[src/design/three_border_color_map_macros.svh]
// assertion macros for the three border color map
// expects clk and rst_n in the scope of use
`ifndef THREE_BORDER_COLOR_MAP_MACROS_SVH
`define THREE_BORDER_COLOR_MAP_MACROS_SVH

// property must hold at every clock edge out of reset
`define CBM_ASSERT(label, prop, msg) \
  label: assert property (@(posedge clk) disable iff (!rst_n) prop) else $error(msg);

// condition must never be seen out of reset
`define CBM_NEVER(label, cond, msg) \
  label: assert property (@(posedge clk) disable iff (!rst_n) !(cond)) else $error(msg);

`endif

[src/design/cbm_pkg.sv]
// shared constants, codes and payload types of the three border color map
// no dependencies
`default_nettype none

package cbm_pkg;

  localparam int FRAC_BITS  = 14;
  localparam int SAMPLE_W   = 16;
  localparam int COLOR_W    = 24;
  localparam int CFG_IDX_W  = 3;
  localparam int CFG_DATA_W = 24;

  // weight numerator and denominator
  localparam int NUM_W  = SAMPLE_W + 1;
  localparam int DEN_W  = SAMPLE_W;
  // divider: dividend num*c*2+den, divisor 2*den
  localparam int DIVD_W = NUM_W + 8 + 1;
  localparam int DIVS_W = DEN_W + 1;
  localparam int Q_W    = 8;
  // square root of a 32 bit radicand
  localparam int RAD_W  = 2 * SAMPLE_W;
  localparam int ROOT_W = SAMPLE_W;
  localparam int SREM_W = ROOT_W + 3;

  localparam int STEPS_PER_STG = 2;
  localparam int CORE_STG      = DIVD_W / STEPS_PER_STG;
  localparam int SQRT_STG      = ROOT_W / STEPS_PER_STG;

  localparam longint unsigned ONE_Q = 64'd1 << FRAC_BITS;
  localparam longint unsigned CQ    = (33 * ONE_Q + 50) / 100;
  localparam longint unsigned KQ    = (6715 * ONE_Q + 5000) / 10000;
  localparam longint unsigned ONE2  = 64'd1 << (2 * FRAC_BITS);
  localparam longint unsigned HALF3 = 3 * (64'd1 << (2 * FRAC_BITS - 1));

  localparam int P_W      = FRAC_BITS + ROOT_W;
  localparam int G_W      = 2 * FRAC_BITS + 1;
  localparam int SUM_W    = 10;
  localparam int PROD_W   = G_W + SUM_W;
  localparam int T_W      = 11;
  localparam int RECIP_SH = 11;
  localparam int RECIP3   = 683;
  localparam int M_W      = T_W + RECIP_SH;

  localparam logic [CFG_IDX_W-1:0] CFG_BORDER_LOW  = 3'd0;
  localparam logic [CFG_IDX_W-1:0] CFG_BORDER_MID  = 3'd1;
  localparam logic [CFG_IDX_W-1:0] CFG_BORDER_HIGH = 3'd2;
  localparam logic [CFG_IDX_W-1:0] CFG_COLOR_LOW   = 3'd3;
  localparam logic [CFG_IDX_W-1:0] CFG_COLOR_MID   = 3'd4;
  localparam logic [CFG_IDX_W-1:0] CFG_COLOR_HIGH  = 3'd5;
  localparam logic [CFG_IDX_W-1:0] CFG_BUMP_ENABLE = 3'd6;

  typedef struct packed {
    logic signed [SAMPLE_W-1:0] border_low;
    logic signed [SAMPLE_W-1:0] border_mid;
    logic signed [SAMPLE_W-1:0] border_high;
    logic [COLOR_W-1:0]         color_low;
    logic [COLOR_W-1:0]         color_mid;
    logic [COLOR_W-1:0]         color_high;
    logic                       bump_enable;
  } cfg_t;

  localparam cfg_t CFG_RESET = '{
    border_low:  -16'sd8192,
    border_mid:  16'sd0,
    border_high: 16'sd8192,
    color_low:   24'h000000,
    color_mid:   24'h808080,
    color_high:  24'hFFFFFF,
    bump_enable: 1'b0
  };

  // index order: weight low, mid, high; channel red, green, blue
  typedef struct packed {
    logic [2:0][2:0][DIVD_W-1:0] x;
    logic [2:0][DIVS_W-1:0]      y;
    logic [RAD_W-1:0]            a2;
    logic [RAD_W-1:0]            b2;
  } prep_t;

  typedef struct packed {
    logic [2:0][2:0][DIVD_W-1:0] xs;
    logic [2:0][2:0][DIVS_W-1:0] rem;
    logic [2:0][2:0][Q_W-1:0]    q;
    logic [2:0][DIVS_W-1:0]      y;
    logic [RAD_W-1:0]            vs;
    logic [SREM_W-1:0]           srem;
    logic [ROOT_W-1:0]           root;
  } core_t;

  typedef struct packed {
    logic [7:0] red;
    logic [7:0] green;
    logic [7:0] blue;
    logic [7:0] gray;
  } pix_t;

endpackage

`default_nettype wire

[src/design/cbm_prep.sv]
// front stages: weight numerators and denominators, dividends, squared distances
// depends on cbm_pkg
`default_nettype none

module cbm_prep import cbm_pkg::*; (
  input  logic                       clk,
  input  logic                       rst_n,
  input  logic                       in_valid,
  output logic                       in_ready,
  input  logic signed [SAMPLE_W-1:0] in_sample,
  input  cfg_t                       cfg,
  output logic                       out_valid,
  input  logic                       out_ready,
  output prep_t                      out_data
);

  typedef struct packed {
    logic [2:0][NUM_W-1:0] num;
    logic [2:0][DEN_W-1:0] den;
  } wgt_t;

  typedef struct packed {
    wgt_t                w;
    logic [SAMPLE_W-1:0] a;
    logic [SAMPLE_W-1:0] b;
  } st1_t;

  localparam logic signed [NUM_W-1:0] CQ_S = NUM_W'(CQ);

  function automatic logic [NUM_W-1:0] abs_diff(input logic signed [NUM_W-1:0] p,
                                                input logic signed [NUM_W-1:0] q);
    logic signed [NUM_W-1:0] d;
    d = p - q;
    return d[NUM_W-1] ? NUM_W'(-d) : d;
  endfunction

  // {num, den} of (range - offset) / range, den never zero
  function automatic logic [NUM_W+DEN_W-1:0] weight(input logic signed [NUM_W-1:0] rng,
                                                    input logic [NUM_W-1:0] offset);
    logic signed [NUM_W:0] n;
    logic signed [NUM_W:0] dd;
    n  = $signed({rng[NUM_W-1], rng}) - $signed({1'b0, offset});
    dd = $signed({rng[NUM_W-1], rng});
    if (rng < 0) begin
      n  = -n;
      dd = -dd;
    end
    if (dd == 0 || n <= 0) begin
      return {NUM_W'(0), DEN_W'(1)};
    end
    return {n[NUM_W-1:0], dd[DEN_W-1:0]};
  endfunction

  localparam logic [NUM_W+DEN_W-1:0] W_ONE = {NUM_W'(1), DEN_W'(1)};

  logic signed [NUM_W-1:0] s_e, low_e, mid_e, high_e, rl, rh, rm;
  logic [NUM_W+DEN_W-1:0]  wl, wm, wh;
  st1_t                    st1_nxt, st1_r;
  prep_t                   st2_nxt, st2_r;
  logic                    v1_r, v2_r, rdy1, rdy2;
  logic [2:0][COLOR_W-1:0] col;

  assign s_e    = {in_sample[SAMPLE_W-1], in_sample};
  assign low_e  = {cfg.border_low[SAMPLE_W-1], cfg.border_low};
  assign mid_e  = {cfg.border_mid[SAMPLE_W-1], cfg.border_mid};
  assign high_e = {cfg.border_high[SAMPLE_W-1], cfg.border_high};
  assign rl     = mid_e - low_e;
  assign rh     = high_e - mid_e;
  assign rm     = (rl > rh) ? rl : rh;

  always_comb begin
    wl = (s_e <= low_e) ? W_ONE : weight(rl, abs_diff(s_e, low_e));
    wm = weight(rm, abs_diff(s_e, mid_e));
    wh = (s_e >= high_e) ? W_ONE : weight(rh, abs_diff(s_e, high_e));
    st1_nxt.w.num[0] = wl[NUM_W+DEN_W-1:DEN_W];
    st1_nxt.w.den[0] = wl[DEN_W-1:0];
    st1_nxt.w.num[1] = wm[NUM_W+DEN_W-1:DEN_W];
    st1_nxt.w.den[1] = wm[DEN_W-1:0];
    st1_nxt.w.num[2] = wh[NUM_W+DEN_W-1:DEN_W];
    st1_nxt.w.den[2] = wh[DEN_W-1:0];
    st1_nxt.a = SAMPLE_W'(abs_diff(s_e, CQ_S));
    st1_nxt.b = SAMPLE_W'(abs_diff(s_e, -CQ_S));
  end

  assign col[0] = cfg.color_low;
  assign col[1] = cfg.color_mid;
  assign col[2] = cfg.color_high;

  always_comb begin
    logic [DIVD_W-2:0] pr;
    for (int j = 0; j < 3; j++) begin
      for (int c = 0; c < 3; c++) begin
        pr = st1_r.w.num[j] * col[j][(2-c)*8 +: 8];
        st2_nxt.x[j][c] = {pr, 1'b0} + DIVD_W'(st1_r.w.den[j]);
      end
      st2_nxt.y[j] = {st1_r.w.den[j], 1'b0};
    end
    st2_nxt.a2 = RAD_W'(st1_r.a) * RAD_W'(st1_r.a);
    st2_nxt.b2 = RAD_W'(st1_r.b) * RAD_W'(st1_r.b);
  end

  assign rdy2     = !v2_r || out_ready;
  assign rdy1     = !v1_r || rdy2;
  assign in_ready = rdy1;

  always_ff @(posedge clk) begin
    if (!rst_n) begin
      v1_r <= 1'b0;
      v2_r <= 1'b0;
    end else begin
      if (rdy1) v1_r <= in_valid;
      if (rdy2) v2_r <= v1_r;
    end
  end

  always_ff @(posedge clk) begin
    if (rdy1 && in_valid) st1_r <= st1_nxt;
    if (rdy2 && v1_r) st2_r <= st2_nxt;
  end

  assign out_valid = v2_r;
  assign out_data  = st2_r;

endmodule

`default_nettype wire

[config.mk]
export PLATFORM = sky130hd
export DESIGN_NAME = cbm_prep
export DESIGN_NICKNAME = d
export VERILOG_FILES = /design/src/design/three_border_color_map_macros.svh /design/src/design/cbm_pkg.sv /design/src/design/cbm_prep.sv
export SDC_FILE = /design/constraint.sdc
export NUM_CORES = 2
export LEC_CHECK = 0
export CAP_MARGIN = 20
export CORE_UTILIZATION = 53
export CTS_BUF_LIST = sky130_fd_sc_hd__clkbuf_4 sky130_fd_sc_hd__clkbuf_8
export CTS_CLUSTER_DIAMETER = 100
export CTS_CLUSTER_SIZE = 25
export DETAILED_ROUTE_END_ITERATION = 6
export DONT_BUFFER_PORTS = 1
export GPL_TIMING_DRIVEN = 0
export PLACE_DENSITY_LB_ADDON = 0.15
export SLEW_MARGIN = 20
export SYNTH_ARGS = -nofsm -noshare
export SYNTH_HDL_FRONTEND = slang
export SYNTH_SLANG_ARGS = --single-unit
[constraint.sdc]
create_clock -name clk -period 22.1 [get_ports clk]
set_clock_uncertainty 0.2 [all_clocks]
set_input_delay 2.21 -clock clk [delete_from_list [all_inputs] [get_ports clk]]
set_output_delay 2.21 -clock clk [all_outputs]
set_load 0.02 [all_outputs]
# Word-level counts from Yosys, hierarchy flattened
# Cells that the tools add are included.
[totals] reg_bits=479 input_bits=141 output_inout_bits=351 elab_cells=107
[op_classes] addsub=30 mul=11 order_cmp=9 muxes=21 reduce_logical=12
[ops] op="26-bit by 16-bit adder with 26-bit output" count=9
[ops] op="17-bit by 8-bit multiplier with 25-bit output" count=9
[ops] op="33-bit 2-to-1 mux" count=6
[ops] op="18-bit 2-to-1 mux" count=6
[ops] op="32-bit logical NOT" count=3
[ops] op="16-bit by 16-bit subtractor with 17-bit output" count=5
[ops] op="17-bit 2-to-1 mux" count=4
[ops] op="16-bit by 16-bit multiplier with 32-bit output" count=2
[ops] op="18-bit by 1-bit less-or-equal comparator with 1-bit output, second input constant" count=3
[ops] op="17-bit negator with 18-bit output" count=3
[ops] op="18-bit negator" count=3
[ops] op="17-bit by 18-bit subtractor with 18-bit output" count=3
[ops] op="17-bit by 1-bit less-than comparator with 1-bit output, second input constant" count=3
[ops] op="17-bit negator" count=3
[ops] op="16-bit by 14-bit subtractor with 17-bit output, second input constant" count=2
[ops] op="16-bit 2-to-1 mux" count=2
[ops] op="16-bit negator" count=2
[ops] op="17-bit greater-than comparator" count=1
[ops] op="16-bit greater-or-equal comparator" count=1
[ops] op="16-bit less-or-equal comparator" count=1
[ops] op="1-bit logical OR" count=5
[ops] op="1-bit 2-to-1 mux" count=3
[ops] op="1-bit logical AND" count=2
[ops] op="1-bit logical NOT" count=2

# Logic depth before layout (Yosys ltp)
[logic_depth] ltp_word=10 depth_mapped=47 depth_no_buf=39

# Worst setup path after synthesis
# OpenSTA, ideal clock, no wires.
[synth_path] kind="input to register" startpoint="input out_ready" endpoint="register st2_r, in the netlist out_data[0], enable pin" setup_time_ns=1.079 arrival_ns=17.050 required_ns=20.821 setup_slack_ns=3.770 path_stages=2 path_buffers=0 path_cell_list="nor2b_1 > nor2b_1"
[synth_between] elab_chain_len=2
[synth_rtl] item="start, declared" line_no="cbm_prep.sv:13" rtl="input logic out_ready,"
[synth_rtl] item="1-bit logical OR" line_no="cbm_prep.sv:102" rtl="assign rdy2 = !v2_r || out_ready;"
[synth_rtl] item="1-bit logical AND" line_no="cbm_prep.sv:118" rtl="if (rdy2 && v1_r) st2_r <= st2_nxt;"
[synth_rtl] item="end signal, assigned" line_no="cbm_prep.sv:118"
[synth_rtl] item="end, declared" line_no="cbm_prep.sv:59" rtl="prep_t st2_nxt, st2_r;"
# Every way passes these cells.
# A chain may end at the register's enable or synchronous reset.

# Worst setup path after layout
[layout_path] startpoint="input cfg[89] in the netlist's numbering" endpoint="register st1_r[52] in the netlist's numbering, data pin"
[layout_between] elab_chain_len=10 elab_cells_between_ends=18 cone_classes="add/sub: 7; order compare: 3; mux: 6; reduce/logical: 2"
[layout_rtl] item="start, declared" line_no="cbm_prep.sv:11" rtl="input cfg_t cfg,"
[layout_rtl] item="16-bit by 16-bit subtractor with 17-bit output, on equally long branches" line_no="cbm_prep.sv:33, cbm_prep.sv:67, cbm_prep.sv:68"
[layout_rtl] item="17-bit negator / 17-bit greater-than comparator (equally long branches)" line_no="cbm_prep.sv:34, cbm_prep.sv:69"
[layout_rtl] item="17-bit 2-to-1 mux, on equally long branches" line_no="cbm_prep.sv:34, cbm_prep.sv:69"
[layout_rtl] item="17-bit by 18-bit subtractor with 18-bit output" line_no="cbm_prep.sv:42" rtl="n = $signed({rng[NUM_W-1], rng}) - $signed({1'b0, offset});"
[layout_rtl] item="18-bit negator" line_no="cbm_prep.sv:45" rtl="n = -n;"
[layout_rtl] item="18-bit 2-to-1 mux" line_no="cbm_prep.sv:44" rtl="if (rng < 0) begin"
[layout_rtl] item="18-bit by 1-bit less-or-equal comparator with 1-bit output" line_no="cbm_prep.sv:48" rtl="if (dd == 0 || n <= 0) begin"
[layout_rtl] item="1-bit logical OR" line_no="cbm_prep.sv:48"
[layout_rtl] item="1-bit 2-to-1 mux" line_no="cbm_prep.sv:48"
[layout_rtl] item="33-bit 2-to-1 mux *" line_no="cbm_prep.sv:51" rtl="return {n[NUM_W-1:0], dd[DEN_W-1:0]};"
[layout_rtl] item="end signal, assigned" line_no="cbm_prep.sv:117" rtl="if (rdy1 && in_valid) st1_r <= st1_nxt;"
[layout_rtl] item="end, declared" line_no="cbm_prep.sv:58" rtl="st1_t st1_nxt, st1_r;"
# Mark *: on every way between the ends. The rest lies on a longest branch, timed or not.

==> metrics.csv <==
stage,metric,value,unit
route,post_drt_wl_per_cell,20.16,µm
clock_tree,cts_buffer_depth,3,
synth,synth.cell_area,82560,µm²
synth,syn_inst,8917,
die,die_w,396.7,µm
layout,drive_gt1_frac,0.01935,
critical_path,cp_data_arrival_time,14.23,ns
critical_path,critPathMaxStageDelay,0.64,ns
route,drc_errors,102,
synth,synthTopCellsByArea,"fa_1 28%, edfxtp_1 17%, ha_1 13%",
critical_path,critPathMostFrequentCell,clkbuf_1,
timing,slew_viol_final,0,
clock_tree,postCtsSetupBuffers,0,
global_routing,grt_pass1_vias,61768,
route,routed_wl,223300,µm
timing,slew_headroom,0.2199,
outcome,violations,design-rule violations,
global_routing,track_usage,0.2861,
clock_tree,clk_pin_slew,0.14,ns
placed_design,dpl.hpwl,188400,µm
clock_tree,cts.sinks,468,
global_routing,grt_pass1_wl,350100,µm
layout,num-fill-cells,13827,
clock_tree,cts_made_buffers,31,
critical_path,worstSetupPathType,primary input to register,
synth,yosysUniqueCellTypes,105,
synth,synthArstFlopShare,0,
critical_path,cp_slowest_cell,a2111oi_4,
die,die_h,396.7,µm
die,fp-row-count,144,
route,drtIter0Drc,4363,
synth,synth-edff-count,466,
critical_path,worst_setup_path_start_kind,primary input,
clock_tree,cts-root-buf,clkbuf_8,
placed_design,port_buffers,0,
die,initial_core_util,0.5347,
layout,final_cell_mix,"1600 x inv_1, 1155 x fa_1, 1021 x nand2_1, 890 x ha_1, 652 x and2_1",
synth,ys.flop_type,edfxtp_1,
clock_tree,cts_resized,0,
layout,syn_to_final_growth,4.622,%
timing,min_period,13.86,ns
synth,synth.top_cell.area_share,0.2801,
layout,fin_util,0.5594,
synth,synth_seq_cells,468,
critical_path,cp.required,22.47,ns
route,vias,60873,
die,dieArea,157400,µm²
global_routing,antenna_found_initial,25,
synth,yosys.area.top_type,fa_1,
timing,grt_setup_unrepaired,false,
synth,synth_area_per_cell,9.259,µm²
clock_tree,cts_tree,done,
timing,max_freq,72.14,MHz
synth,yosysWarnings,0,
outcome,run_status,"complete, but fails checks",
global_routing,grt_max_degree,59,
critical_path,cp-end-kind,register,
placed_design,gp_congestion,0.9342,
clock_tree,cts_htree_levels,1,
timing,worst_slew_pin_slew,1.166,ns
die,io_pins,492,
clock_tree,clock_latency,0.86,ns
synth,yosysSeqAreaShare,0.1700,
timing,hold_viol_final,0,
worst_hold_path,holdCritPathClass,register to register,
route,dr.pass1.iters,7,
route,via_per_inst,5.495,
clock_tree,cts_hold_buf,0,
route,ant_nets,0,
timing,setup_viol,0,
job,drv_cap,0,
global_routing,grt_overflow_total,0,
critical_path,crit_fanout,11,
timing,fin_crit_sh,0.6273,
layout,nets,11155,
die,core_area,154400,µm²
layout,layout_commonest_cell,inv_1,
-- stage by stage --
stage	cell area, µm²	setup TNS (ns)	hold slack, ns	setup slack (ns)	cells
global placement	85140	-830.48	0.2316	-2.582	10965
finish	86380	0	0.2905	8.237	11077
CTS	86270	0	0.2854	8.659	11037
floorplan	82580	0	0.2003	3.770	8921
global route	86310	0	0.2892	7.587	11049
detailed placement	85500	0	0.2210	7.799	10980
-- critical path, delay by kind of cell --
family                   cells  cell delay [ns]
AO/OA/AOI/OAI               17             4.71
XOR/XNOR                     1             0.25
adder cells (fa/ha/maj)      4             1.34
buffers and inverters       12             3.55
AND/OR/NAND/NOR             10             2.14
-- routing by layer --
layer / wire (µm) / part of all wire / GRT usage / vias up
met5: 106 / 0.00047 / 0 / -
met1: 95930 / 0.43 / 0.3914 / 30165
li1: - / - / - / 28556
met3: 18850 / 0.084 / 0.05872 / 289
met2: 101700 / 0.46 / 0.4576 / 1847
met4: 6729 / 0.030 / 0.08294 / 16
-- final cells by class --
cell class,count,area [µm²],area share
Buffer,311,1247,0.01444
Timing Repair Buffer,15,345.3,0.003998
Sequential cell,468,14030,0.1625
Antenna cell,40,100.1,0.001159
Clock inverter,25,335.3,0.003882
Tap cell,2044,2557,0.02961
Clock buffer,32,434.2,0.005026
Inverter,1606,6028,0.06979
Multi-Input combinational cell,6536,61300,0.7096
-- state kept, by name, summed over array words and instances, names as in the netlist --
name       cells
out_data     335
out_valid      1
v1_r           1
st1_r        131
-- synth_stat cells (all sizes together), types with 25 or more instances --
master     n
a211oi    25
a21o      82
a21oi    414
a31oi     40
and2     653
and3      35
buf       27
clkbuf   284
edfxtp   466
fa      1155
ha       890
inv     1603
nand2   1021
nand2b    32
nand3     87
nor2     366
nor2b     59
nor3     115
o211ai    35
o21a      26
o21ai    155
o21bai   251
or2       25
or3       32
xnor2    541
xor2     208
-- path summary, 6_finish.rpt --
kind | cells after the start | slack [ns] | startpoint | endpoint
setup / recovery | 44 | 8.24 | cfg[89] | st1_r[52]$_SDFFCE_PP0P_
hold / removal | 0 | 0.29 | st1_r[48]$_SDFFCE_PP1P_ | out_data[193]$_DFFE_PP_
setup reg to reg | 33 | 13.89 | st1_r[17]$_DFFE_PP_ | out_data[63]$_DFFE_PP_
hold reg to reg | 0 | 0.29 | st1_r[48]$_SDFFCE_PP1P_ | out_data[193]$_DFFE_PP_
-- cells by family (layout without fill, tap and decap cells) --
kind of cell,count (synthesis),after routing,share of synthesized area
AND/OR/NAND/NOR,2522,2522,0.1476
flip-flops,468,468,0.1700
other,1,45,0.00004542
buffers and inverters,1917,1989,0.08812
multiplexers,19,19,0.002425
AO/OA/AOI/OAI,1188,1188,0.09478
adder cells (fa/ha/maj),2048,2048,0.4153
XOR/XNOR,754,754,0.08182
Power is not shown: default switching activity piles up to over one toggle a cycle in this logic, so the estimate is an artifact.
