## config.mk

```make
export PLATFORM = sky130hd
export DESIGN_NAME = cbm_post
export DESIGN_NICKNAME = d
export VERILOG_FILES = /design/src/design/three_border_color_map_macros.svh /design/src/design/cbm_pkg.sv /design/src/design/cbm_post.sv
export SDC_FILE = /design/constraint.sdc
export NUM_CORES = 1
export LEC_CHECK = 0
export BUFFER_PORTS_ARGS = -buffer_cell sky130_fd_sc_hd__buf_2
export CAP_MARGIN = 0
export CORE_AREA = 3 3 235 237
export DETAILED_ROUTE_END_ITERATION = 8
export DIE_AREA = 0 0 238 240
export GPL_TIMING_DRIVEN = 0
export PLACE_DENSITY = 0.63
export SETUP_SLACK_MARGIN = 0.3
export SYNTH_ARGS = -nofsm -noshare
export SYNTH_HDL_FRONTEND = slang
export SYNTH_SLANG_ARGS = --single-unit
```

## constraint.sdc

```tcl
create_clock -name clk -period 7.82 [get_ports clk]
set_input_delay 1.564 -clock clk [delete_from_list [all_inputs] [get_ports clk]]
set_output_delay 1.564 -clock clk [all_outputs]
set_load 0.01 [all_outputs]
```

## src/design/three_border_color_map_macros.svh

```systemverilog
// assertion macros for the three border color map
// expects clk and rst_n in the scope of use
`ifndef THREE_BORDER_COLOR_MAP_MACROS_SVH
`define THREE_BORDER_COLOR_MAP_MACROS_SVH

// property must hold at every clock edge out of reset
`define CBM_ASSERT(label, prop, msg) \
  label: assert property (@(posedge clk) disable iff (!rst_n) prop) else $error(msg);

// condition must never be seen out of reset
`define CBM_NEVER(label, cond, msg) \
  label: assert property (@(posedge clk) disable iff (!rst_n) !(cond)) else $error(msg);

`endif

```

## src/design/cbm_pkg.sv

```systemverilog
// shared constants, codes and payload types of the three border color map
// no dependencies
`default_nettype none

package cbm_pkg;

  localparam int FRAC_BITS  = 14;
  localparam int SAMPLE_W   = 16;
  localparam int COLOR_W    = 24;
  localparam int CFG_IDX_W  = 3;
  localparam int CFG_DATA_W = 24;

  // weight numerator and denominator
  localparam int NUM_W  = SAMPLE_W + 1;
  localparam int DEN_W  = SAMPLE_W;
  // divider: dividend num*c*2+den, divisor 2*den
  localparam int DIVD_W = NUM_W + 8 + 1;
  localparam int DIVS_W = DEN_W + 1;
  localparam int Q_W    = 8;
  // square root of a 32 bit radicand
  localparam int RAD_W  = 2 * SAMPLE_W;
  localparam int ROOT_W = SAMPLE_W;
  localparam int SREM_W = ROOT_W + 3;

  localparam int STEPS_PER_STG = 2;
  localparam int CORE_STG      = DIVD_W / STEPS_PER_STG;
  localparam int SQRT_STG      = ROOT_W / STEPS_PER_STG;

  localparam longint unsigned ONE_Q = 64'd1 << FRAC_BITS;
  localparam longint unsigned CQ    = (33 * ONE_Q + 50) / 100;
  localparam longint unsigned KQ    = (6715 * ONE_Q + 5000) / 10000;
  localparam longint unsigned ONE2  = 64'd1 << (2 * FRAC_BITS);
  localparam longint unsigned HALF3 = 3 * (64'd1 << (2 * FRAC_BITS - 1));

  localparam int P_W      = FRAC_BITS + ROOT_W;
  localparam int G_W      = 2 * FRAC_BITS + 1;
  localparam int SUM_W    = 10;
  localparam int PROD_W   = G_W + SUM_W;
  localparam int T_W      = 11;
  localparam int RECIP_SH = 11;
  localparam int RECIP3   = 683;
  localparam int M_W      = T_W + RECIP_SH;

  localparam logic [CFG_IDX_W-1:0] CFG_BORDER_LOW  = 3'd0;
  localparam logic [CFG_IDX_W-1:0] CFG_BORDER_MID  = 3'd1;
  localparam logic [CFG_IDX_W-1:0] CFG_BORDER_HIGH = 3'd2;
  localparam logic [CFG_IDX_W-1:0] CFG_COLOR_LOW   = 3'd3;
  localparam logic [CFG_IDX_W-1:0] CFG_COLOR_MID   = 3'd4;
  localparam logic [CFG_IDX_W-1:0] CFG_COLOR_HIGH  = 3'd5;
  localparam logic [CFG_IDX_W-1:0] CFG_BUMP_ENABLE = 3'd6;

  typedef struct packed {
    logic signed [SAMPLE_W-1:0] border_low;
    logic signed [SAMPLE_W-1:0] border_mid;
    logic signed [SAMPLE_W-1:0] border_high;
    logic [COLOR_W-1:0]         color_low;
    logic [COLOR_W-1:0]         color_mid;
    logic [COLOR_W-1:0]         color_high;
    logic                       bump_enable;
  } cfg_t;

  localparam cfg_t CFG_RESET = '{
    border_low:  -16'sd8192,
    border_mid:  16'sd0,
    border_high: 16'sd8192,
    color_low:   24'h000000,
    color_mid:   24'h808080,
    color_high:  24'hFFFFFF,
    bump_enable: 1'b0
  };

  // index order: weight low, mid, high; channel red, green, blue
  typedef struct packed {
    logic [2:0][2:0][DIVD_W-1:0] x;
    logic [2:0][DIVS_W-1:0]      y;
    logic [RAD_W-1:0]            a2;
    logic [RAD_W-1:0]            b2;
  } prep_t;

  typedef struct packed {
    logic [2:0][2:0][DIVD_W-1:0] xs;
    logic [2:0][2:0][DIVS_W-1:0] rem;
    logic [2:0][2:0][Q_W-1:0]    q;
    logic [2:0][DIVS_W-1:0]      y;
    logic [RAD_W-1:0]            vs;
    logic [SREM_W-1:0]           srem;
    logic [ROOT_W-1:0]           root;
  } core_t;

  typedef struct packed {
    logic [7:0] red;
    logic [7:0] green;
    logic [7:0] blue;
    logic [7:0] gray;
  } pix_t;

endpackage

`default_nettype wire

```

## src/design/cbm_post.sv

```systemverilog
// back stages: channel sums, distance falloff and gray level
// depends on cbm_pkg
`default_nettype none

module cbm_post import cbm_pkg::*; (
  input  logic  clk,
  input  logic  rst_n,
  input  logic  in_valid,
  output logic  in_ready,
  input  core_t in_data,
  input  logic  bump_enable,
  output logic  out_valid,
  input  logic  out_ready,
  output pix_t  out_data
);

  typedef struct packed {
    logic [2:0][7:0] rgb;
    logic [P_W-1:0]  p;
  } sta_t;

  typedef struct packed {
    logic [2:0][7:0]   rgb;
    logic [PROD_W-1:0] prod;
  } stb_t;

  localparam logic [P_W-1:0]    KQ_P    = P_W'(KQ);
  localparam logic [P_W-1:0]    ONE2_P  = P_W'(ONE2);
  localparam logic [PROD_W-1:0] HALF3_P = PROD_W'(HALF3);

  sta_t              a_nxt, a_r;
  stb_t              b_nxt, b_r;
  pix_t              c_nxt, c_r;
  logic              va_r, vb_r, vc_r, rdya, rdyb, rdyc;
  logic [SUM_W-1:0]  sum;
  logic [G_W-1:0]    gf;
  logic [PROD_W-1:0] tsum;
  logic [T_W-1:0]    t;
  logic [M_W-1:0]    m;

  // stage a: wrap each channel, scale the distance
  always_comb begin
    for (int c = 0; c < 3; c++) begin
      a_nxt.rgb[c] = in_data.q[0][c] + in_data.q[1][c] + in_data.q[2][c];
    end
    a_nxt.p = KQ_P * P_W'(in_data.root);
  end

  // stage b: falloff times channel total
  always_comb begin
    sum = SUM_W'(a_r.rgb[0]) + SUM_W'(a_r.rgb[1]) + SUM_W'(a_r.rgb[2]);
    gf  = (a_r.p >= ONE2_P) ? '0 : G_W'(ONE2_P - a_r.p);
    b_nxt.rgb  = a_r.rgb;
    b_nxt.prod = PROD_W'(gf) * PROD_W'(sum);
  end

  // stage c: round by 2^2F, then divide by three through the reciprocal
  always_comb begin
    tsum = b_r.prod + HALF3_P;
    t    = T_W'(tsum >> (2 * FRAC_BITS));
    m    = M_W'(t) * M_W'(RECIP3);
    c_nxt.red   = b_r.rgb[0];
    c_nxt.green = b_r.rgb[1];
    c_nxt.blue  = b_r.rgb[2];
    c_nxt.gray  = bump_enable ? m[RECIP_SH +: 8] : 8'd0;
  end

  assign rdyc     = !vc_r || out_ready;
  assign rdyb     = !vb_r || rdyc;
  assign rdya     = !va_r || rdyb;
  assign in_ready = rdya;

  always_ff @(posedge clk) begin
    if (!rst_n) begin
      va_r <= 1'b0;
      vb_r <= 1'b0;
      vc_r <= 1'b0;
    end else begin
      if (rdya) va_r <= in_valid;
      if (rdyb) vb_r <= va_r;
      if (rdyc) vc_r <= vb_r;
    end
  end

  always_ff @(posedge clk) begin
    if (rdya && in_valid) a_r <= a_nxt;
    if (rdyb && va_r) b_r <= b_nxt;
    if (rdyc && vb_r) c_r <= c_nxt;
  end

  assign out_valid = vc_r;
  assign out_data  = c_r;

endmodule

`default_nettype wire

```

**After elaboration in Yosys (flattened, before gate mapping)**

Cells that the tools add are included.

- Register bits: 151
- Input port bits: 582
- Output and inout port bits: 34
- Logic and storage cells: 39

- $add $sub $neg: 10
- Multiply operators: 3
- Order comparisons: 1
- Multiplexer cells: 1
- Reductions and logical operators: 9

Operators by type and width:

| cell | count |
|---|---|
| $add 8x8->8 | 6 |
| $add 39x29->39 const B | 1 |
| $mul 29x10->39 | 1 |
| $ge 30x29->1 const B | 1 |
| $mul 13x16->29 const A | 1 |
| $mux 29 | 1 |
| $sub 29x29->29 const A | 1 |
| $mul 11x10->19 const B | 1 |
| $add 9x8->10 | 1 |
| $add 8x8->9 | 1 |
| $logic_and 1x1->1 | 3 |
| $logic_not 1->1 | 3 |
| $logic_or 1x1->1 | 3 |

**Depth between registers and ports, before layout**

Gate-level depths: netlist of run 1.

- Depth in word-level cells: 5
- Gate-level depth with buffers: 31
- Depth with buffers taken out: 31

**Least setup slack after synthesis of run 1**

Ideal clock, no wire load.

- Path kind: reg2reg
- From: register a_r[39] (netlist bit)
- To: register b_r[34] (netlist bit) (data pin)
- Library setup time: 0.264 ns
- Arrival: 7.297 ns
- Required time: 7.556 ns
- Path slack: 0.259 ns
- Cell stages (with the launch flop): 32
- Buffers on the path: 1
- Period minus slack after synthesis: 7.561 ns
- Cell sequence: edfxtp_1 > inv_1 > fa_1 > inv_1 > ha_1 > inv_1 > fa_1 > inv_1 > a21oi_1 > o21ai_0 > a21oi_1 > o21bai_1 > a21oi_1 > or2_2 > clkbuf_1 > nor2_1 > fa_1 > fa_1 > fa_1 > fa_1 > inv_1 > fa_1 > inv_1 > ha_1 > a211oi_1 > nor2_1 > nor4b_1 > a21oi_1 > o2111ai_1 > nand3b_1 > a221oi_1 > xnor2_1

RTL lines:

| element | RTL line | text |
|---|---|---|
| start: declaration | cbm_post.sv:31 | `sta_t a_nxt, a_r;` |
| start signal: assignment | cbm_post.sv:86 | `if (rdya && in_valid) a_r <= a_nxt;` |
| end signal: assignment | cbm_post.sv:87 | `if (rdyb && va_r) b_r <= b_nxt;` |
| end: declaration | cbm_post.sv:32 | `stb_t b_nxt, b_r;` |

==> reports/qor.yml, run 1 <==
routed_wl_um: 49000
seq_area_sq_um: 3690
clk_pin_slew_ns: 0.06
fill_cells: 5003
yosysSeqAreaShare_pct: 18.4
relSlewSlack_pct: 27.5
finalHoldViolations: 0
initialDrtViolationCount: 822
antenna_found_initial: 3
nets: 3374
place_hpwl_um: 41000
numCtsBuffers: 17
synth_area_leaders: "fa_1, edfxtp_1, ha_1"
min_period_over_period_pct: 97.3
grt.overflow.total: 0
whs_path_depth: 0
drtAntennaViolNets: 0
core.rowCount: 85
synth_area_per_cell_sq_um: 10.2
numPortBuffers: 126
synth_warnings: 0
max_stage_delay_ns: 0.57
antenna_cells: 0
fin_util_pct: 44.2
worstSetupStartpointType: "flop"
viasPerCell: 4.92
final_layout_size_suffix_gt1_share_pct: 17.0
grt_max_degree: 28
cts_tree: "built"
die-area_sq_um: 57100
final_max_slew_viol_count: 0
setup_viol: 0
synthArstFlopShare_pct: 0
whs_ns: 0.412
synthCells: 1974
wl_per_cell_um: 17.0
synth_top_area_cell: "fa_1"
die_h_um: 240
worst_ep_required_time_ns: 7.99
clk_latency_ns: 0.44
maxCapViolations: 0
start_util_pct: 37.6
crit_arrival_ns: 7.78
top_level_ports: 616
synthTopCellsByCount: "inv_1, fa_1, ha_1"
rsz0062_at_grt: "true"
first_global_vias: 15400
grt_pass1_wl_um: 80500
cp_max_fo: 8
period_minus_slack_ns: 7.61
synth.cell_area_sq_um: 20100
cp_slowest_cell: "o41ai_4"
worstSetupPathType: "flop to flop"
clock-root-buffer: "clkbuf_16"
hold_buffers: 0
syn_to_final_growth_pct: 17.7
fmax_mhz: 131
via_count: 14200
post-synth-top-count-cell: "inv_1"
cts_max_path_buffers: 2
gp_congestion: 0.943
synth_top_cell_area_share_pct: 35.5
grt_usage_pct: 17.9
multiInputGateArea_sq_um: 15300
die_w_um: 238
synth_cell_types: 57
cts_num_sinks: 124
synth_edf_count: 121
endpoint_kind: "flop"
first_pass_iters: 5
worst_pin_slew_ns: 1.08
hp-class: "flop to flop"
synth_seq_cells: 124
fp.coreArea_sq_um: 53500
status: "finished, final reports clean"
r2r_cells: 30
synth_nets: 3172
skew_ns: 0.0156
synthFlopType: "edfxtp_1"
drc: 0
h-tree-depth: 4
[flip-flops by register name, summed over array words and instances, names as in the netlist]
name and count:
b_r 36, vb_r 1, a_r 53, out_data 32, out_valid 1, va_r 1
[per-layer routing]
metal	part of all wire (%)	GRT usage, %	vias to the layer above
li1	-	-	6587
met4	4.9	7.75	0
met2	49	30.9	347
met1	43	23.2	7174
met5	0	0	-
met3	3.6	1.70	92
[final timing paths]
| check | endpoint | startpoint | slack [ns] |
|---|---|---|---|
| max | b_r[38]$_DFFE_PP_ | a_r[31]$_DFFE_PP_ | 0.21 |
| min | out_data[9]$_DFFE_PP_ | b_r[56]$_DFFE_PP_ | 0.41 |
| max reg2reg | b_r[38]$_DFFE_PP_ | a_r[31]$_DFFE_PP_ | 0.21 |
| min reg2reg | out_data[9]$_DFFE_PP_ | b_r[56]$_DFFE_PP_ | 0.41 |
[layout by cell type, fill, tap and decap left out, types with 6 or more instances in the layout]
cell       count
a21o_1        18
a21oi_1       42
a21oi_2       10
and2_1        24
and3_1        11
buf_2        127
buf_4         50
clkbuf_1      14
clkbuf_16     20
edfxtp_1     121
fa_1         344
fa_2          12
ha_1         242
ha_4          15
inv_1        448
inv_2         15
nand2_1      132
nand2b_1      34
nand3_1       11
nand4_1        6
nor2_1       147
nor2_2        11
nor2_4        14
nor2b_1       10
nor3_1        16
nor4_1         8
o21a_1         8
o21ai_0       20
o21bai_1      10
or2_2          8
xnor2_1       71
xor2_1        23
[worst max-delay path, delay by kind of cell, from the launching register on]
| kind | cells | cell delay (ns) |
|---|---|---|
| buffers and inverters | 8 | 0.70 |
| adder cells (fa/ha/maj) | 9 | 3.73 |
| AND/OR/NAND/NOR | 3 | 0.44 |
| AO/OA/AOI/OAI | 10 | 2.05 |
| flip-flops | 1 | 0.42 |
[cell type report]
type | count | share of cell area [%]
buffer | 33 | 1.03
sequential | 124 | 15.6
clock inverter | 14 | 0.873
timing repair buffer | 183 | 4.80
inverter | 463 | 7.35
multi-input combinational | 1354 | 64.8
clock buffer | 18 | 1.81
tap | 696 | 3.68
[logic make-up after synthesis]
logic type	Yosys count	synth area share, %
buf+inv	496	9.34
compound gates	163	5.20
fa+ha+maj	616	51.6
xor+xnor	104	4.53
flops	124	18.4
simple gates	471	10.9
[timing repair]
item | in CTS | in global routing
gates cloned | 3 | 0
setup endpoints to repair | 12 | 12
setup buffers | 26 | 25
gates resized for setup | 164 | 45
pin swaps | 118 | 47
[through the flow]
step	std cells	setup TNS, ns	area [sq um]	setup slack, ns
6_report	2885	0	23600	0.212
3_3_place_gp	2796	-17.16	21600	-1.73
3_5_place_dp	2799	-13.47	21700	-1.46
4_1_cts	2860	0	23300	0.203
5_1_grt	2885	-0.0995	23600	-0.0384
2_1_floorplan	1974	0	20100	0.317
Power of run 1 is left out: the tool's default activity adds up to more than one toggle a clock period on the data nets, which glitch-free logic cannot reach.
==> inputs of run 2 (changes only) <==
BUFFER_PORTS_ARGS = not set   (was -buffer_cell sky130_fd_sc_hd__buf_2)
DONT_BUFFER_PORTS = 1   (was not set)
PLACE_DENSITY = 0.53   (was 0.63)
==> run 2 against run 1 <==
- non-clock buffer count down 130
- sequential share of layout area increased by 0.51 points
- critical path type unchanged
- via count is 5.4% lower
- die area unchanged
- cell count fell by 4.5%
- clock-buffer cell count down 1
==> reports/qor.yml, run 2 (same netlist as run 1, synthesis figures left out) <==
critical_path.most_common_cell: "fa_1"
cts_num_sinks: 124
viasPerCell: 4.88
setup_viol: 0
grt_usage_pct: 17.7
rsz0062_at_grt: "true"
fmax_mhz: 128
start_util_pct: 37.6
crit_arrival_ns: 7.99
cp_max_fo: 6
period_minus_slack_ns: 7.80
largest_register: "a_r"
wl_met2_um: 23400
nets: 3244
antenna_cells: 0
whs_ns: 0.420
antenna_found_initial: 1
final_layout_size_suffix_gt1_share_pct: 11.2
layout_commonest_cell: "inv_1"
wl_per_cell_um: 17.5
die-area_sq_um: 57100
syn_to_final_growth_pct: 14.0
regToRegSetupSlack_ns: 0.02
first_pass_iters: 7
clk_latency_ns: 0.45
worstSetupStartpointType: "flop"
fill_cells: 5111
grt_pass1_wl_um: 78700
relSlewSlack_pct: 27.0
endpoint_kind: "flop"
via_count: 13400
largest_reg_flops: 53
gp_congestion: 0.893
top_level_ports: 616
maxCapViolations: 0
max_stage_delay_ns: 0.71
worst_pin_slew_ns: 1.09
final_max_slew_viol_count: 0
cpLargestDelayFamily: "adder cells"
min_period_over_period_pct: 99.7
m1WireLength_um: 21000
finalHoldViolations: 0
wl_met3_um: 1800
skew_ns: 0.0144
maxUsedRoutingLayer: "met4"
worst_ep_required_time_ns: 8.01
most-common-layout-cells: "inv_1, fa_1, ha_1, nor2_1, nand2_1"
core.rowCount: 85
first_global_vias: 14700
cts_tree: "built"
drtAntennaViolNets: 0
die_h_um: 240
h-tree-depth: 4
routed_wl_um: 48100
die_w_um: 238
worstSetupPathType: "flop to flop"
numCtsBuffers: 17
cp.buffers_inverters: 10
status: "finished, final reports clean"
drc: 0
grt.overflow.total: 0
cts_max_path_buffers: 2
cp_slowest_cell: "o41ai_4"
clk_pin_slew_ns: 0.06
grt_max_degree: 29
place_hpwl_um: 40500
initialDrtViolationCount: 655
clock-root-buffer: "clkbuf_16"
fp.coreArea_sq_um: 53500
hp-class: "flop to flop"
numPortBuffers: 0
[run 2: cell types whose count changed in the layout (fill, tap and decap cells not counted), sizes merged]
cell	change
bufinv	-1
inv	+4
clkbuf	+1
clkinv	-3
clkinvlp	+1
buf	-132
[run 2: path summary, 6_finish.rpt]
path	from	end	cells after the start
setup / recovery	a_r[40]$_DFFE_PP_	b_r[33]$_DFFE_PP_	31
hold / removal	b_r[40]$_DFFE_PP_	out_data[25]$_DFFE_PP_	0
setup reg to reg	a_r[40]$_DFFE_PP_	b_r[33]$_DFFE_PP_	31
hold reg to reg	b_r[40]$_DFFE_PP_	out_data[25]$_DFFE_PP_	0
[run 2: cell type report]
type / instances / area, sq um / share of cell area [%]
Buffer: 33 / 238 / 1.04
Clock buffer: 17 / 425 / 1.86
Clock inverter: 15 / 199 / 0.869
Inverter: 463 / 1740 / 7.59
Multi-Input combinational cell: 1354 / 15300 / 66.6
Sequential cell: 124 / 3690 / 16.1
Tap cell: 696 / 871 / 3.80
Timing Repair Buffer: 53 / 485 / 2.12
[run 2: metal layers]
metal / up-vias / track usage [%]
li1: 6321 / -
met1: 6791 / 22.8
met2: 256 / 30.1
met3: 72 / 2.56
met4: 0 / 7.42
met5: - / 0
[run 2: what timing repair did]
action | 4_1_cts | 5_1_grt
endpoints found under the setup margin | 12 | 11
pin swaps | 116 | 35
gates cloned | 3 | 0
buffers inserted | 36 | 10
hold buffers | 0 | 0
resized for setup | 169 | 24
[run 2: per-stage QoR]
stage / setup WS (ns) / utilization, % / cell area, sq um / std cells / TNS (ns)
2_1_floorplan: 0.317 / - / 20100 / 1974 / 0
3_3_place_gp: -1.97 / 39.2 / 21000 / 2670 / -19.86
3_5_place_dp: -1.79 / 39.4 / 21100 / 2674 / -16.85
4_1_cts: 0.143 / 42.5 / 22800 / 2745 / 0
5_1_grt: -0.200 / 42.8 / 22900 / 2755 / -1.14
6_report: 0.0244 / 42.8 / 22900 / 2755 / 0
[run 2: worst reg2reg max path, delay by kind of cell, from the launching register on]
family | cells | cell delay (ns)
xor gates and xnor gates | 1 | 0.14
and+or+nand+nor | 4 | 0.67
AOI/OAI and AO/OA | 8 | 1.56
adders and majority gates | 8 | 3.69
DFF | 1 | 0.47
buffers and inverters | 10 | 1.01
Power of run 2 is left out for the same reason.
==> inputs of run 3 (changes only) <==
SETUP_SLACK_MARGIN = 0.4   (was 0.3)
==> run 3 against run 2 <==
- fmax grew 2.2%
- utilization grew 0.28 points
- sequential share of layout area is 0.11 points lower
- final area up 0.66%
- critical endpoint is now b_r[32]$_DFFE_PP_
- wire length is 0.96% higher
- first-iteration DRC count fell by 13%
- clock skew shrank 0.0036 ns
==> reports/qor.yml, run 3 (same netlist as run 1, synthesis figures left out) <==
status: "finished, final reports clean"
routed_wl_um: 48500
nets: 3252
worstSetupPathType: "flop to flop"
whs_ns: 0.416
endpoint_kind: "flop"
relSlewSlack_pct: 17.5
place_hpwl_um: 40600
most-common-layout-cells: "inv_1, fa_1, ha_1, nor2_1, nand2_1"
hp-class: "flop to flop"
fill_cells: 5109
via_count: 13500
clk_latency_ns: 0.43
numCtsBuffers: 17
final_layout_size_suffix_gt1_share_pct: 11.9
first_global_vias: 14700
cp_max_fo: 6
hold_buffers: 0
finalInstanceArea_sq_um: 23100
die_w_um: 238
die-area_sq_um: 57100
clk_pin_slew_ns: 0.06
placed_cell_area_sq_um: 21100
grt_usage_pct: 17.9
wl_per_cell_um: 17.6
fp.coreArea_sq_um: 53500
period_minus_slack_ns: 7.63
cts_num_sinks: 124
clock-root-buffer: "clkbuf_16"
first_pass_iters: 5
antenna_cells: 0
largest_reg_flops: 53
layout_commonest_cell: "inv_1"
finalHoldViolations: 0
regToRegSetupSlack_ns: 0.19
initialDrtViolationCount: 570
worst_ep_required_time_ns: 8.00
cp_slowest_cell: "fa_2"
skew_ns: 0.0108
setup_viol: 0
fmax_mhz: 131
worst_pin_slew_ns: 1.23
rsz0062_at_grt: "true"
largest_register: "a_r"
grt_max_degree: 29
syn_to_final_growth_pct: 14.7
grt_pass1_wl_um: 79600
drtAntennaViolNets: 0
grt.overflow.total: 0
gp_congestion: 0.887
drc: 0
max_stage_delay_ns: 0.56
final_max_slew_viol_count: 0
antenna_found_initial: 1
crit_arrival_ns: 7.81
top_level_ports: 616
min_period_over_period_pct: 97.6
die_h_um: 240
cts_max_path_buffers: 2
viasPerCell: 4.90
maxCapViolations: 0
h-tree-depth: 4
numPortBuffers: 0
core.rowCount: 85
worstSetupStartpointType: "flop"
cts_tree: "built"
start_util_pct: 37.6
[run 3: cell types whose count changed in the layout (fill, tap and decap cells not counted), sizes merged]
cell / delta
bufinv: -2
clkinv: +6
buf: +12
clkbuf: -4
inv: -5
clkinvlp: +1
[run 3: metal layers]
layer | GRT usage, % | part of all wire [%]
met4 | 6.23 | 3.4
met3 | 2.18 | 4.0
met5 | 0 | 0
met1 | 23.3 | 43
met2 | 30.9 | 50
[run 3: path summary, 6_finish.rpt]
check / end / depth (start not counted) / from
setup / recovery: b_r[32]$_DFFE_PP_ / 35 / a_r[31]$_DFFE_PP_
hold reg to reg: out_data[17]$_DFFE_PP_ / 0 / b_r[48]$_DFFE_PP_
hold / removal: out_data[17]$_DFFE_PP_ / 0 / b_r[48]$_DFFE_PP_
setup reg to reg: b_r[32]$_DFFE_PP_ / 35 / a_r[31]$_DFFE_PP_
[run 3: through the flow]
step	utilization (%)	cells	setup slack, ns	setup TNS, ns
final	43.1	2763	0.189	0
after global routing	43.1	2763	-0.165	-0.700
after CTS	42.5	2751	0.0914	0
after detailed placement	39.4	2674	-1.73	-17.05
after global placement	39.2	2670	-1.85	-18.48
after floorplan	-	1974	0.400	0
[run 3: repair_timing]
action / 4_1_cts / 5_1_grt
resized for setup: 155 / 57
pin swaps: 109 / 67
buffers inserted: 43 / 12
gates cloned: 2 / 0
setup endpoints to repair: 12 / 12
hold endpoints to repair: 0 / 0
[run 3: layout make-up]
type / count / area, sq um / share of cell area (%)
plain buffers: 33 / 246 / 1.07
clock buffers: 17 / 425 / 1.85
clock inverters: 15 / 139 / 0.602
inverters: 463 / 1740 / 7.54
multi-input cells: 1354 / 15300 / 66.6
flip-flops and latches: 124 / 3690 / 16.0
well taps: 696 / 871 / 3.78
repair buffers: 61 / 596 / 2.58
[run 3: worst max-delay path: cells and delay by family, from the launching register on]
| family | cells | cell delay (ns) |
|---|---|---|
| XOR/XNOR | 1 | 0.10 |
| flip-flops | 1 | 0.40 |
| adder cells (fa/ha/maj) | 9 | 3.65 |
| AND/OR/NAND/NOR | 3 | 0.59 |
| buffers and inverters | 11 | 1.19 |
| AO/OA/AOI/OAI | 11 | 1.46 |
Power of run 3 is left out for the same reason.
